## src/hdl/tee_pkg.sv

```systemverilog
// ----------------------------------------------------------------------------
// tee_pkg
// Types and character constants shared by the text escape encoder stages.
// ----------------------------------------------------------------------------
package tee_pkg;

   // Escape class picked by the classify stage
   typedef enum logic [2:0] {
      CLS_PLAIN,
      CLS_ESC,
      CLS_NUMREF,
      CLS_APOS,
      CLS_QUOT
   } cls_type;

   localparam logic [7:0] CHR_BSLASH = 8'h5C;
   localparam logic [7:0] CHR_AMP    = 8'h26;
   localparam logic [7:0] CHR_HASH   = 8'h23;
   localparam logic [7:0] CHR_SEMI   = 8'h3B;
   localparam logic [7:0] CHR_ZERO   = 8'h30;
   localparam logic [7:0] CHR_SQUOTE = 8'h27;
   localparam logic [7:0] CHR_DQUOTE = 8'h22;
   localparam logic [7:0] CHR_NL     = 8'h0A;
   localparam logic [7:0] CHR_TAB    = 8'h09;
   localparam logic [7:0] CHR_CR     = 8'h0D;
   localparam logic [7:0] CHR_BS     = 8'h08;
   localparam logic [7:0] CTRL_LIMIT = 8'd32;
   localparam logic [7:0] ASCII_MAX  = 8'd127;

   localparam logic [2:0] SEQ_LEN_MAX = 3'd6;

   // Element 0 is the first byte sent, so the literals read backwards
   localparam logic [5:0][7:0] APOS_SEQ = ";sopa&";
   localparam logic [5:0][7:0] QUOT_SEQ = ";touq&";

   typedef struct packed {
      logic [7:0] code;
      logic       text_end;
      cls_type    cls;
      logic [7:0] letter;
   } tee_item_type;

   typedef struct packed {
      tee_item_type item;
      logic [1:0]   hund;
      logic [3:0]   tens;
      logic [3:0]   ones;
   } tee_dec_type;

   typedef struct packed {
      logic [5:0][7:0] seq;
      logic [2:0]      len;
      logic            text_end;
   } tee_seq_type;

endpackage

```

## src/hdl/tee_classify.sv

```systemverilog
// ----------------------------------------------------------------------------
// tee_classify
// First stage: sorts the byte into its escape class and picks the letter
// of a backslash escape.
// ----------------------------------------------------------------------------
module tee_classify import tee_pkg::*; (
   input  logic         clock,
   input  logic         reset,
   input  logic         in_valid,
   output logic         in_stall,
   input  logic [7:0]   in_byte,
   input  logic         in_text_end,
   output logic         out_valid,
   input  logic         out_stall,
   output tee_item_type out_item
);

   logic         valid_ff;
   tee_item_type item_ff;
   tee_item_type item_in;

   always_comb begin
      item_in.code     = in_byte;
      item_in.text_end = in_text_end;
      item_in.letter   = 8'h00;
      priority if (in_byte > ASCII_MAX || in_byte == CHR_BSLASH) begin
         item_in.cls = CLS_NUMREF;
      end else if (in_byte < CTRL_LIMIT) begin
         item_in.cls = CLS_ESC;
         priority if (in_byte == CHR_NL) begin
            item_in.letter = "n";
         end else if (in_byte == CHR_TAB) begin
            item_in.letter = "t";
         end else if (in_byte == CHR_CR) begin
            item_in.letter = "r";
         end else if (in_byte == CHR_BS) begin
            item_in.letter = "b";
         end else begin
            item_in.cls = CLS_NUMREF;
         end
      end else if (in_byte == CHR_SQUOTE) begin
         item_in.cls = CLS_APOS;
      end else if (in_byte == CHR_DQUOTE) begin
         item_in.cls = CLS_QUOT;
      end else begin
         item_in.cls = CLS_PLAIN;
      end
   end

   assign in_stall = valid_ff && out_stall;

   always_ff @(posedge clock) begin
      if (reset) begin
         valid_ff <= 1'b0;
      end else if (!in_stall) begin
         valid_ff <= in_valid;
      end
      if (!in_stall && in_valid) begin
         item_ff <= item_in;
      end
   end

   assign out_valid = valid_ff;
   assign out_item  = item_ff;

endmodule

```

## src/hdl/tee_decimal.sv

```systemverilog
// ----------------------------------------------------------------------------
// tee_decimal
// Two stages that split the byte into hundreds, tens and ones digits.
// ----------------------------------------------------------------------------
module tee_decimal import tee_pkg::*; (
   input  logic         clock,
   input  logic         reset,
   input  logic         in_valid,
   output logic         in_stall,
   input  tee_item_type in_item,
   output logic         out_valid,
   input  logic         out_stall,
   output tee_dec_type  out_dec
);

   // stage A: hundreds digit and remainder below 100
   logic         a_valid_ff;
   tee_item_type a_item_ff;
   logic [1:0]   a_hund_ff;
   logic [6:0]   a_rem_ff;
   logic [1:0]   a_hund_in;
   logic [6:0]   a_rem_in;
   logic         a_stall;

   // stage B: tens and ones digits
   logic         b_valid_ff;
   tee_dec_type  b_dec_ff;
   logic [14:0]  b_prod;
   logic [3:0]   b_tens;
   logic [6:0]   b_tens10;
   logic [3:0]   b_ones;
   logic         b_stall;

   always_comb begin
      priority if (in_item.code >= 8'd200) begin
         a_hund_in = 2'd2;
         a_rem_in  = 7'(in_item.code - 8'd200);
      end else if (in_item.code >= 8'd100) begin
         a_hund_in = 2'd1;
         a_rem_in  = 7'(in_item.code - 8'd100);
      end else begin
         a_hund_in = 2'd0;
         a_rem_in  = in_item.code[6:0];
      end
   end

   assign b_stall  = b_valid_ff && out_stall;
   assign a_stall  = a_valid_ff && b_stall;
   assign in_stall = a_stall;

   // x / 10 for x below 100 as (x * 205) >> 11
   assign b_prod   = {8'h00, a_rem_ff} * 15'd205;
   assign b_tens   = b_prod[14:11];
   assign b_tens10 = {b_tens, 3'b000} - 7'd0 + {2'b00, b_tens, 1'b0};
   assign b_ones   = 4'(a_rem_ff - b_tens10);

   always_ff @(posedge clock) begin
      if (reset) begin
         a_valid_ff <= 1'b0;
         b_valid_ff <= 1'b0;
      end else begin
         if (!a_stall) begin
            a_valid_ff <= in_valid;
         end
         if (!b_stall) begin
            b_valid_ff <= a_valid_ff;
         end
      end
      if (!a_stall && in_valid) begin
         a_item_ff <= in_item;
         a_hund_ff <= a_hund_in;
         a_rem_ff  <= a_rem_in;
      end
      if (!b_stall && a_valid_ff) begin
         b_dec_ff.item <= a_item_ff;
         b_dec_ff.hund <= a_hund_ff;
         b_dec_ff.tens <= b_tens;
         b_dec_ff.ones <= b_ones;
      end
   end

   assign out_valid = b_valid_ff;
   assign out_dec   = b_dec_ff;

endmodule

```

## src/hdl/tee_assemble.sv

```systemverilog
// ----------------------------------------------------------------------------
// tee_assemble
// Builds the escaped byte run and its length from class and digits.
// ----------------------------------------------------------------------------
module tee_assemble import tee_pkg::*; (
   input  logic        clock,
   input  logic        reset,
   input  logic        in_valid,
   output logic        in_stall,
   input  tee_dec_type in_dec,
   output logic        out_valid,
   input  logic        out_stall,
   output tee_seq_type out_seq
);

   logic        valid_ff;
   tee_seq_type seq_ff;
   tee_seq_type seq_in;
   logic [7:0]  chr_hund;
   logic [7:0]  chr_tens;
   logic [7:0]  chr_ones;

   assign chr_hund = CHR_ZERO | {6'b000000, in_dec.hund};
   assign chr_tens = CHR_ZERO | {4'h0, in_dec.tens};
   assign chr_ones = CHR_ZERO | {4'h0, in_dec.ones};

   always_comb begin
      seq_in.seq      = '0;
      seq_in.len      = 3'd1;
      seq_in.text_end = in_dec.item.text_end;
      unique case (in_dec.item.cls)
         CLS_PLAIN: begin
            seq_in.seq[0] = in_dec.item.code;
            seq_in.len    = 3'd1;
         end
         CLS_ESC: begin
            seq_in.seq[0] = CHR_BSLASH;
            seq_in.seq[1] = in_dec.item.letter;
            seq_in.len    = 3'd2;
         end
         CLS_APOS: begin
            seq_in.seq = APOS_SEQ;
            seq_in.len = SEQ_LEN_MAX;
         end
         CLS_QUOT: begin
            seq_in.seq = QUOT_SEQ;
            seq_in.len = SEQ_LEN_MAX;
         end
         CLS_NUMREF: begin
            seq_in.seq[0] = CHR_AMP;
            seq_in.seq[1] = CHR_HASH;
            // no leading zeros
            priority if (in_dec.hund != 2'd0) begin
               seq_in.seq[2] = chr_hund;
               seq_in.seq[3] = chr_tens;
               seq_in.seq[4] = chr_ones;
               seq_in.seq[5] = CHR_SEMI;
               seq_in.len    = 3'd6;
            end else if (in_dec.tens != 4'd0) begin
               seq_in.seq[2] = chr_tens;
               seq_in.seq[3] = chr_ones;
               seq_in.seq[4] = CHR_SEMI;
               seq_in.len    = 3'd5;
            end else begin
               seq_in.seq[2] = chr_ones;
               seq_in.seq[3] = CHR_SEMI;
               seq_in.len    = 3'd4;
            end
         end
         default: begin
            seq_in.seq[0] = in_dec.item.code;
            seq_in.len    = 3'd1;
         end
      endcase
   end

   assign in_stall = valid_ff && out_stall;

   always_ff @(posedge clock) begin
      if (reset) begin
         valid_ff <= 1'b0;
      end else if (!in_stall) begin
         valid_ff <= in_valid;
      end
      if (!in_stall && in_valid) begin
         seq_ff <= seq_in;
      end
   end

   assign out_valid = valid_ff;
   assign out_seq   = seq_ff;

endmodule

```

## src/hdl/tee_serializer.sv

```systemverilog
// ----------------------------------------------------------------------------
// tee_serializer
// Output register that shifts a byte run out one byte per transfer.
// ----------------------------------------------------------------------------
module tee_serializer import tee_pkg::*; (
   input  logic        clock,
   input  logic        reset,
   input  logic        in_valid,
   output logic        in_stall,
   input  tee_seq_type in_seq,
   output logic        out_valid,
   input  logic        out_stall,
   output logic [7:0]  out_byte,
   output logic        out_run_last,
   output logic        out_stream_last
);

   logic [5:0][7:0] seq_ff;
   logic [2:0]      cnt_ff;
   logic            end_ff;
   logic            take;
   logic            last;
   logic            free;

   assign last     = (cnt_ff == 3'd1);
   assign take     = (cnt_ff != 3'd0) && !out_stall;
   // a new run loads when empty or as the last byte of this one leaves
   assign free     = (cnt_ff == 3'd0) || (take && last);
   assign in_stall = !free;

   always_ff @(posedge clock) begin
      if (reset) begin
         cnt_ff <= 3'd0;
      end else if (free) begin
         cnt_ff <= in_valid ? in_seq.len : 3'd0;
      end else if (take) begin
         cnt_ff <= cnt_ff - 3'd1;
      end
      if (free && in_valid) begin
         seq_ff <= in_seq.seq;
         end_ff <= in_seq.text_end;
      end else if (take) begin
         seq_ff <= {8'h00, seq_ff[5:1]};
      end
   end

   assign out_valid       = (cnt_ff != 3'd0);
   assign out_byte        = seq_ff[0];
   assign out_run_last    = last;
   assign out_stream_last = last && end_ff;

endmodule

```

## src/hdl/text_escape_encoder_unit.sv

```systemverilog
// ----------------------------------------------------------------------------
// text_escape_encoder_unit
// An input byte passes the classify, decimal A, decimal B, assemble and
// serializer registers before its first output byte. Throughput: one input
// byte per cycle while bytes pass unchanged and rsp_stall is low; an escaped
// byte holds the serializer for its run of 2, 4, 5 or 6 bytes, one per cycle.
// Reset clears all valid bits and the serializer count; data is not reset.
// ----------------------------------------------------------------------------
module text_escape_encoder_unit import tee_pkg::*; (
   input  logic       clock,
   input  logic       reset,
   input  logic       req_valid,
   output logic       req_stall,
   input  logic [7:0] req_in_byte,
   input  logic       req_text_end,
   output logic       rsp_valid,
   input  logic       rsp_stall,
   output logic [7:0] rsp_out_byte,
   output logic       rsp_run_last,
   output logic       rsp_stream_last
);

   logic         cls_valid;
   logic         cls_stall;
   tee_item_type cls_item;
   logic         dec_valid;
   logic         dec_stall;
   tee_dec_type  dec_data;
   logic         asm_valid;
   logic         asm_stall;
   tee_seq_type  asm_seq;

   tee_classify u_classify (
      .clock       (clock),
      .reset       (reset),
      .in_valid    (req_valid),
      .in_stall    (req_stall),
      .in_byte     (req_in_byte),
      .in_text_end (req_text_end),
      .out_valid   (cls_valid),
      .out_stall   (cls_stall),
      .out_item    (cls_item)
   );

   tee_decimal u_decimal (
      .clock     (clock),
      .reset     (reset),
      .in_valid  (cls_valid),
      .in_stall  (cls_stall),
      .in_item   (cls_item),
      .out_valid (dec_valid),
      .out_stall (dec_stall),
      .out_dec   (dec_data)
   );

   tee_assemble u_assemble (
      .clock     (clock),
      .reset     (reset),
      .in_valid  (dec_valid),
      .in_stall  (dec_stall),
      .in_dec    (dec_data),
      .out_valid (asm_valid),
      .out_stall (asm_stall),
      .out_seq   (asm_seq)
   );

   tee_serializer u_serializer (
      .clock           (clock),
      .reset           (reset),
      .in_valid        (asm_valid),
      .in_stall        (asm_stall),
      .in_seq          (asm_seq),
      .out_valid       (rsp_valid),
      .out_stall       (rsp_stall),
      .out_byte        (rsp_out_byte),
      .out_run_last    (rsp_run_last),
      .out_stream_last (rsp_stream_last)
   );

endmodule

```

## config.mk

```make
export PLATFORM = sky130hd
export DESIGN_NAME = text_escape_encoder_unit
export DESIGN_NICKNAME = d
export VERILOG_FILES = /design/src/hdl/tee_pkg.sv /design/src/hdl/tee_classify.sv /design/src/hdl/tee_decimal.sv /design/src/hdl/tee_assemble.sv /design/src/hdl/tee_serializer.sv /design/src/hdl/text_escape_encoder_unit.sv
export SDC_FILE = /design/constraint.sdc
export NUM_CORES = 1
export LEC_CHECK = 0
export BUFFER_PORTS_ARGS = -buffer_cell sky130_fd_sc_hd__buf_2
export CAP_MARGIN = 10
export CORE_ASPECT_RATIO = 0.7
export CORE_MARGIN = 2
export CORE_UTILIZATION = 55
export CTS_BUF_LIST = sky130_fd_sc_hd__clkbuf_4 sky130_fd_sc_hd__clkbuf_8 sky130_fd_sc_hd__clkbuf_16
export CTS_CLUSTER_DIAMETER = 30
export CTS_CLUSTER_SIZE = 25
export DETAILED_ROUTE_END_ITERATION = 8
export PLACE_DENSITY = 0.77
export SLEW_MARGIN = 20
export SYNTH_ARGS = -nofsm -noshare
export SYNTH_HDL_FRONTEND = slang
export SYNTH_HIERARCHICAL = 1
export SYNTH_SLANG_ARGS = --single-unit
export TNS_END_PERCENT = 10
```

## constraint.sdc

```tcl
create_clock -name clock -period 7.26 [get_ports clock]
set_input_delay 0.363 -clock clock [delete_from_list [all_inputs] [get_ports clock]]
set_output_delay 0.363 -clock clock [all_outputs]
set_load 0.1 [all_outputs]
```

==> results of run 1 <==
-- where the power goes --
group          total (mW)  internal [mW]  leakage (nW)  switching (mW)
sequential           1.39           1.32          1.57          0.0648
clock               0.883          0.487         0.280           0.396
combinational       0.741          0.234          1.47           0.507
total                3.01           2.04          3.32           0.968
-- final timing paths --
check                                   start                                 to  slack [ns]
min                              req_text_end  u_classify/out_item[11]$_DFFE_PP_        0.12
max           u_decimal/a_rem_ff[4]$_DFFE_PP_     u_decimal/out_dec[3]$_DFFE_PP_        2.85
min reg2reg  u_decimal/a_item_ff[1]$_DFFE_PP_    u_decimal/out_dec[11]$_DFFE_PP_        0.42
max reg2reg   u_decimal/a_rem_ff[4]$_DFFE_PP_     u_decimal/out_dec[3]$_DFFE_PP_        2.85
-- cell usage after synthesis (2+ instances only) --
library cell / instances / area [um^2]
edfxtp_1: 160 / 4805
ha_1: 45 / 563.0
mux2_2: 40 / 450.4
inv_1: 39 / 146.4
buf_4: 31 / 232.7
nor2_1: 30 / 112.6
a21oi_1: 25 / 125.1
nor2b_1: 19 / 118.9
nor3_1: 15 / 75.07
nand2_1: 14 / 52.55
o21ai_0: 10 / 50.05
xnor2_1: 10 / 87.58
fa_1: 8 / 160.2
o21ai_1: 8 / 40.04
and2_1: 7 / 43.79
dfxtp_1: 7 / 140.1
and3_1: 6 / 37.54
nand2b_1: 6 / 37.54
buf_2: 5 / 25.02
nand3_1: 5 / 25.02
a21o_1: 3 / 22.52
a221oi_1: 3 / 26.28
a311oi_1: 3 / 26.28
buf_6: 3 / 33.78
nand3b_1: 3 / 22.52
nand4_1: 3 / 18.77
xor2_1: 3 / 26.28
a211o_1: 2 / 17.52
a21oi_2: 2 / 17.52
a31o_2: 2 / 17.52
and3b_1: 2 / 17.52
conb_1: 2 / 7.510
mux2i_1: 2 / 20.02
nor2_2: 2 / 12.51
nor2b_2: 2 / 17.52
nor3_2: 2 / 20.02
nor3b_1: 2 / 15.01
o21bai_1: 2 / 15.01
or2_1: 2 / 12.51
-- worst register-to-register path, cell delays in order, from the launching register on --
cell,delay [ns]
edfxtp_1,0.45
ha_1,0.33
ha_1,0.29
fa_1,0.51
inv_1,0.05
fa_1,0.49
inv_1,0.04
ha_1,0.27
a21oi_1,0.06
a211o_1,0.33
nand2_2,0.12
a31oi_1,0.10
xnor2_1,0.20
ha_1,0.28
nand2_1,0.11
nand3b_1,0.11
o211ai_2,0.16
xnor2_1,0.16
xnor2_1,0.10
-- kinds of logic (layout without fill, tap and decap cells) --
group / Yosys count / after routing / share of synthesized area, %
AOI/OAI and AO/OA: 74 / 74 / 6.175
xor gates and xnor gates: 14 / 14 / 1.638
adders and majority gates: 53 / 53 / 9.104
buffers and inverters: 80 / 101 / 5.607
DFF: 167 / 167 / 62.25
muxes: 43 / 43 / 6.111
other: 2 / 8 / 0.09454
and+or+nand+nor: 128 / 128 / 9.025
-- cell usage in the layout, fill, tap and decap left out, types with 4 or more instances in the layout --
master,instances
a21oi_1,25
and2_1,7
and3_1,6
buf_2,24
buf_4,5
clkbuf_16,17
conb_1,8
dfxtp_1,7
edfxtp_1,160
fa_1,8
ha_1,45
inv_1,39
inv_6,5
mux2_2,40
nand2_1,14
nand2b_1,6
nand3_1,5
nor2_1,30
nor2b_1,17
nor2b_2,4
nor3_1,15
o21ai_0,10
o21ai_1,8
xnor2_1,10
-- metal layers --
layer | GRT usage, % | vias to the layer above | wire (um)
li1 | - | 2052 | -
met1 | 26.65 | 2021 | 6396
met2 | 28.01 | 91 | 6034
met3 | 3.624 | 22 | 439
met4 | 6.181 | 0 | 213
met5 | 0 | - | 0
-- cell type report --
class | instances | area, um^2
fill | 1034 | 5333
sequential | 167 | 4945
multi-input combinational | 320 | 2600
clock buffer | 17 | 425.4
tap | 190 | 237.7
clock inverter | 15 | 160.2
timing repair buffer | 29 | 157.7
inverter | 40 | 150.1
-- registers in the layout, summed over array words and instances (netlist names), 2 cells and up --
| name | count |
|---|---|
| u_serializer/seq_ff | 40 |
| u_assemble/out_seq | 37 |
| u_decimal/out_dec | 30 |
| u_decimal/a_item_ff | 20 |
| u_classify/out_item | 17 |
| u_serializer/out_byte | 8 |
| u_decimal/a_rem_ff | 5 |
| u_serializer/cnt_ff | 3 |
| u_decimal/a_hund_ff | 2 |
-- metrics by stage --
step,power [mW],cells
2_1_floorplan,2.029,567
3_3_place_gp,2.106,746
3_5_place_dp,2.144,746
4_1_cts,3.028,778
5_1_grt,3.145,778
6_report,3.010,778
==> flow_metrics.py, run 1 <==
metrics = {
    "synthesis": {
        "synthDistinctLibCells": 65,
        "syn_area_mm2": 0.007944,
        "synth_seq_cells": 167,
        "syn_inst": 561,
        "synth_edf_count": 160,
        "yosysWarnings": 6,
        "ys.flop_type": "edfxtp_1",
        "async_reset_ff_share_pct": 0,
        "postSynthAreaPerCell_um2": 14.16,
        "synth_seq_area_share_pct": 62.25,
    },
    "cts": {
        "cts-htree-levels": 4,
        "cts_buffer_depth": 2,
        "cts_resized": 0,
        "post-cts-setup-buffers": 0,
        "clock_sinks": 167,
        "cts_buffers": 17,
        "hold_buffers": 0,
        "clk_latency_ns": 0.42,
        "cts_tree": "done",
        "cts-root-buf": "clkbuf_16",
        "path_clk_slew_ns": 0.07,
    },
    "place": {
        "dp_worst_setup_slack_ns": 2.856,
        "dpl-instance-area_mm2": 0.008084,
        "dpl.hpwl_um": 8998,
        "numPortBuffers": 24,
        "gp_congestion": 0.9078,
    },
    "detailed_routing": {
        "ant_nets": 0,
        "num_vias": 4186,
        "routedWlPerCell_um": 16.82,
        "drc": 0,
        "drt_iter0_markers": 309,
        "viasPerCell": 5.380,
        "wl_um": 13080,
        "first_pass_iters": 4,
    },
    "floorplanning": {
        "die_y_um": 104.6,
        "initial_core_util_pct": 56.71,
        "io_pins": 25,
        "die_w_um": 147.6,
        "die_area_mm2": 0.01544,
        "coreArea_mm2": 0.01401,
        "placementRows": 36,
    },
    "timing": {
        "max_freq_ghz": 0.2269,
        "max-slew-margin-rel_pct": 54.39,
        "rsz0062_at_grt": "no",
        "slew_violations": 0,
        "hold_viol_final": 0,
        "setup_violations": 0,
        "fin_crit_ns": 4.408,
        "tns_ns": 0,
        "worst_hold_slack_ns": 0.1193,
        "tightest_slew_ns": 0.6841,
        "fin_skew_ns": 0.01255,
        "fin_ws_ns": 2.853,
        "finalCritPeriodShare_pct": 60.71,
    },
    "setup_path": {
        "path_class": "reg2reg",
        "crit_buf_inv": 2,
        "worstPathRequired_ns": 7.43,
        "cp_slowest_stage_delay_ns": 0.51,
        "cp_max_fo": 4,
        "end_kind": "flip-flop",
        "slowest_stage": "fa_1",
        "path_delay_family": "adder cells",
        "critical_path.most_common_cell": "ha_1",
        "crit_arrival_ns": 4.58,
        "reg2reg_depth": 18,
        "path_depth": 18,
        "startpoint_type": "flip-flop",
        "path_cells": "ha_1 > ha_1 > fa_1 > inv_1 > fa_1 > inv_1 > ha_1 > a21oi_1 > a211o_1 > nand2_2 > a31oi_1 > xnor2_1 > ha_1 > nand2_1 > nand3b_1 > o211ai_2 > xnor2_1 > xnor2_1",
    },
    "global_routing": {
        "grt_usage_pct": 18.36,
        "grt_pass1_vias": 4253,
        "antenna_found_initial": 0,
        "grt_pass1_wl_um": 21970,
        "grt-ovfl-total": 0,
        "grt_max_degree": 50,
    },
    "hold_path": {
        "hp-class": "in2reg",
        "whs_path_depth": 1,
    },
    "pwr": {
        "p_leak_nw": 3.317,
        "peakVddDrop_uv": 178.6,
        "p_per_area_mw_per_mm2": 347.0,
    },
    "cells_and_area": {
        "layout-drive-gt1-share_pct": 21.77,
        "area_growth_pct": 9.214,
        "fin_nets": 641,
        "postLayoutCellArea_mm2": 0.008676,
        "antenna_cells": 0,
        "fin_util_pct": 61.93,
    },
    "outcome": {
        "status": "completed",
    },
    "job": {
        "drv_cap": 0,
    },
}
Power figures use the tool's default switching activity.
==> run 2: changes to the inputs <==
==> constraint.sdc (replaced) <==
create_clock -name clock -period 4.3 [get_ports clock]
set_input_delay 0.215 -clock clock [delete_from_list [all_inputs] [get_ports clock]]
set_output_delay 0.215 -clock clock [all_outputs]
set_load 0.1 [all_outputs]
==> run 2 against run 1 <==
Clock-buffer cell count increased by 1. Register-to-register slack got worse by 2.8 ns. First-iteration DRC count rose by 6.5%. Combinational power up 79%. Routed wire length shrank 2.1%. Non-clock buffer count is 18 higher. Critical path type unchanged. Critical endpoint unchanged. Largest cell class unchanged.
==> flow_metrics.py, run 2 (synthesis results as in run 1) <==
metrics = {
    "setup_path": {
        "cp-startpoint": "u_decimal/a_rem_ff[4]$_DFFE_PP_",
        "worstPathRequired_ns": 4.47,
        "path_delay_family": "adder cells",
        "crit_arrival_ns": 4.45,
        "end_kind": "flip-flop",
        "path_cells": "ha_4 > ha_4 > fa_1 > inv_1 > fa_1 > inv_2 > ha_4 > a21oi_2 > a211o_1 > nand2_2 > a31oi_1 > xnor2_1 > ha_1 > nand2_2 > nand3b_1 > o211ai_2 > xnor2_1 > xnor2_1",
        "cp_max_fo": 3,
        "cp_slowest_stage_delay_ns": 0.49,
        "r2r-end": "u_decimal/out_dec[3]$_DFFE_PP_",
        "reg2reg_depth": 18,
        "reg2reg_from": "u_decimal/a_rem_ff[4]$_DFFE_PP_",
        "slowest_stage": "fa_1",
        "startpoint_type": "flip-flop",
        "path_class": "reg2reg",
        "crit_buf_inv": 2,
        "r2r_setup_slack_ns": 0.02,
    },
    "pwr": {
        "p_per_area_mw_per_mm2": 571.2,
        "p_int_mw": 3.500,
        "finalPower_mw": 5.091,
        "p_leak_nw": 3.379,
        "p_seq_share_pct": 46.0,
        "clockPowerShare_pct": 27.9,
        "power.share.switching_pct": 31.25,
        "p_comb_share_pct": 26.1,
        "switching_power_mw": 1.591,
        "peakVddDrop_uv": 285.7,
    },
    "place": {
        "dpl-instance-area_mm2": 0.008107,
        "numPortBuffers": 24,
        "gp_congestion": 0.9298,
        "dp_cells": 749,
        "dpl.hpwl_um": 8802,
    },
    "timing": {
        "hold_viol_final": 0,
        "max_freq_ghz": 0.2337,
        "setup_violations": 0,
        "tns_ns": 0,
        "slew_violations": 0,
        "fin_skew_ns": 0.008687,
        "finalCritPeriodShare_pct": 99.51,
        "max-slew-margin-rel_pct": 37.62,
        "rsz0062_at_grt": "yes",
        "tightest_slew_ns": 0.9322,
        "fin_crit_ns": 4.279,
    },
    "floorplanning": {
        "die_area_mm2": 0.01544,
        "die_w_um": 147.6,
        "io_pins": 25,
        "placementRows": 36,
        "coreArea_mm2": 0.01401,
        "die_y_um": 104.6,
        "initial_core_util_pct": 56.71,
    },
    "cells_and_area": {
        "fin_util_pct": 63.63,
        "area_growth_pct": 12.21,
        "largest-register": "u_serializer/seq_ff",
        "final_common_cell": "edfxtp_1",
        "multi_input_area_mm2": 0.002719,
        "antenna_cells": 0,
        "final_cell_mix": "160 x edfxtp_1, 40 x mux2_2, 36 x ha_1",
        "fillers": 1006,
        "fin_cells": 796,
        "fin_nets": 659,
        "postLayoutCellArea_mm2": 0.008914,
        "register_area_mm2": 0.004945,
        "layout-drive-gt1-share_pct": 25.58,
        "largest_register_ffs": 40,
    },
    "global_routing": {
        "grt_max_degree": 49,
        "grt_pass1_wl_um": 21360,
        "grt_busiest_layer": "met2",
        "grt_usage_pct": 18.02,
        "use_met2_pct": 27.97,
        "grt_pass1_vias": 4285,
        "grtUsageMet3_pct": 5.109,
        "grt-ovfl-total": 0,
        "use_met1_pct": 24.62,
        "antenna_found_initial": 0,
    },
    "detailed_routing": {
        "viasPerCell": 5.413,
        "num_vias": 4309,
        "routedWlPerCell_um": 16.09,
        "drt_iter0_markers": 329,
        "drc": 0,
        "wl_um": 12810,
        "first_pass_iters": 5,
        "ant_nets": 0,
    },
    "hold_path": {
        "whs_path_depth": 1,
        "hp-class": "in2reg",
        "min_to": "u_classify/out_item[16]$_DFFE_PP_",
        "min_from": "req_in_byte[4]",
    },
    "cts": {
        "cts_tree": "done",
        "cts-htree-levels": 4,
        "cts_buffers": 17,
        "cts_buffer_depth": 2,
        "clk_latency_ns": 0.42,
        "path_clk_slew_ns": 0.06,
        "clock_sinks": 167,
        "cts-root-buf": "clkbuf_16",
    },
    "job": {
        "drv_cap": 0,
    },
    "outcome": {
        "status": "completed",
    },
}
## run 2: cell count changes in the layout (fill, tap and decap cells not counted), sizes merged
cell,before,now
inv,48,45
dlygate4sd3,0,5
clkinvlp,3,2
clkinv,3,6
buf,29,42
clkbuf,17,18
## run 2: metal layers
layer / wire [um] / share of wire [%]
met1: 5889 / 46
met2: 6077 / 47
met3: 628 / 4.9
met4: 210 / 1.6
met5: 0 / 0
## run 2: per-stage QoR
stage	setup slack (ns)	hold WS, ns
finish	0.02098	0.02320
global route	-0.1432	0.01356
CTS	0.02805	0.004862
detailed placement	-0.1078	0.3994
global placement	0.02870	0.3976
floorplan	0.1811	0.2874
## run 2: power groups by stage
stage	Sequential [mW]	Clock, mW	Combinational, mW
floorplan	2.33	0	1.10
global placement	2.36	0	1.20
detailed placement	2.38	0	1.24
CTS	2.35	1.45	1.27
global route	2.37	1.52	1.44
finish	2.34	1.42	1.33
## run 2: worst max-delay path by stage
| stage | end | slack, ns | cells past startpoint |
|---|---|---|---|
| 2_1_floorplan | u_decimal/out_dec[3]$_DFFE_PP_ | 0.18 | 18 |
| 3_3_place_gp | u_decimal/out_dec[3]$_DFFE_PP_ | 0.03 | 18 |
| 3_5_place_dp | u_decimal/out_dec[3]$_DFFE_PP_ | -0.11 | 18 |
| 4_1_cts | u_decimal/out_dec[3]$_DFFE_PP_ | 0.03 | 18 |
| 5_1_grt | u_decimal/out_dec[3]$_DFFE_PP_ | -0.14 | 18 |
| 6_report | u_decimal/out_dec[3]$_DFFE_PP_ | 0.02 | 18 |
## run 2: final cells by class
type	count	share of cell area, %
Clock buffer	18	4.857
Clock inverter	14	1.390
Inverter	40	1.684
Multi-Input combinational cell	320	30.50
Sequential cell	167	55.47
Tap cell	190	2.667
Timing Repair Buffer	47	3.425
## run 2: repair_timing
action                                 4_1_cts  5_1_grt
pin swaps                                    6       19
gates resized for setup                      4       14
setup buffers                                5        5
hold buffers                                 5        0
setup endpoints to repair                    1        1
endpoints found under the hold margin        5        0
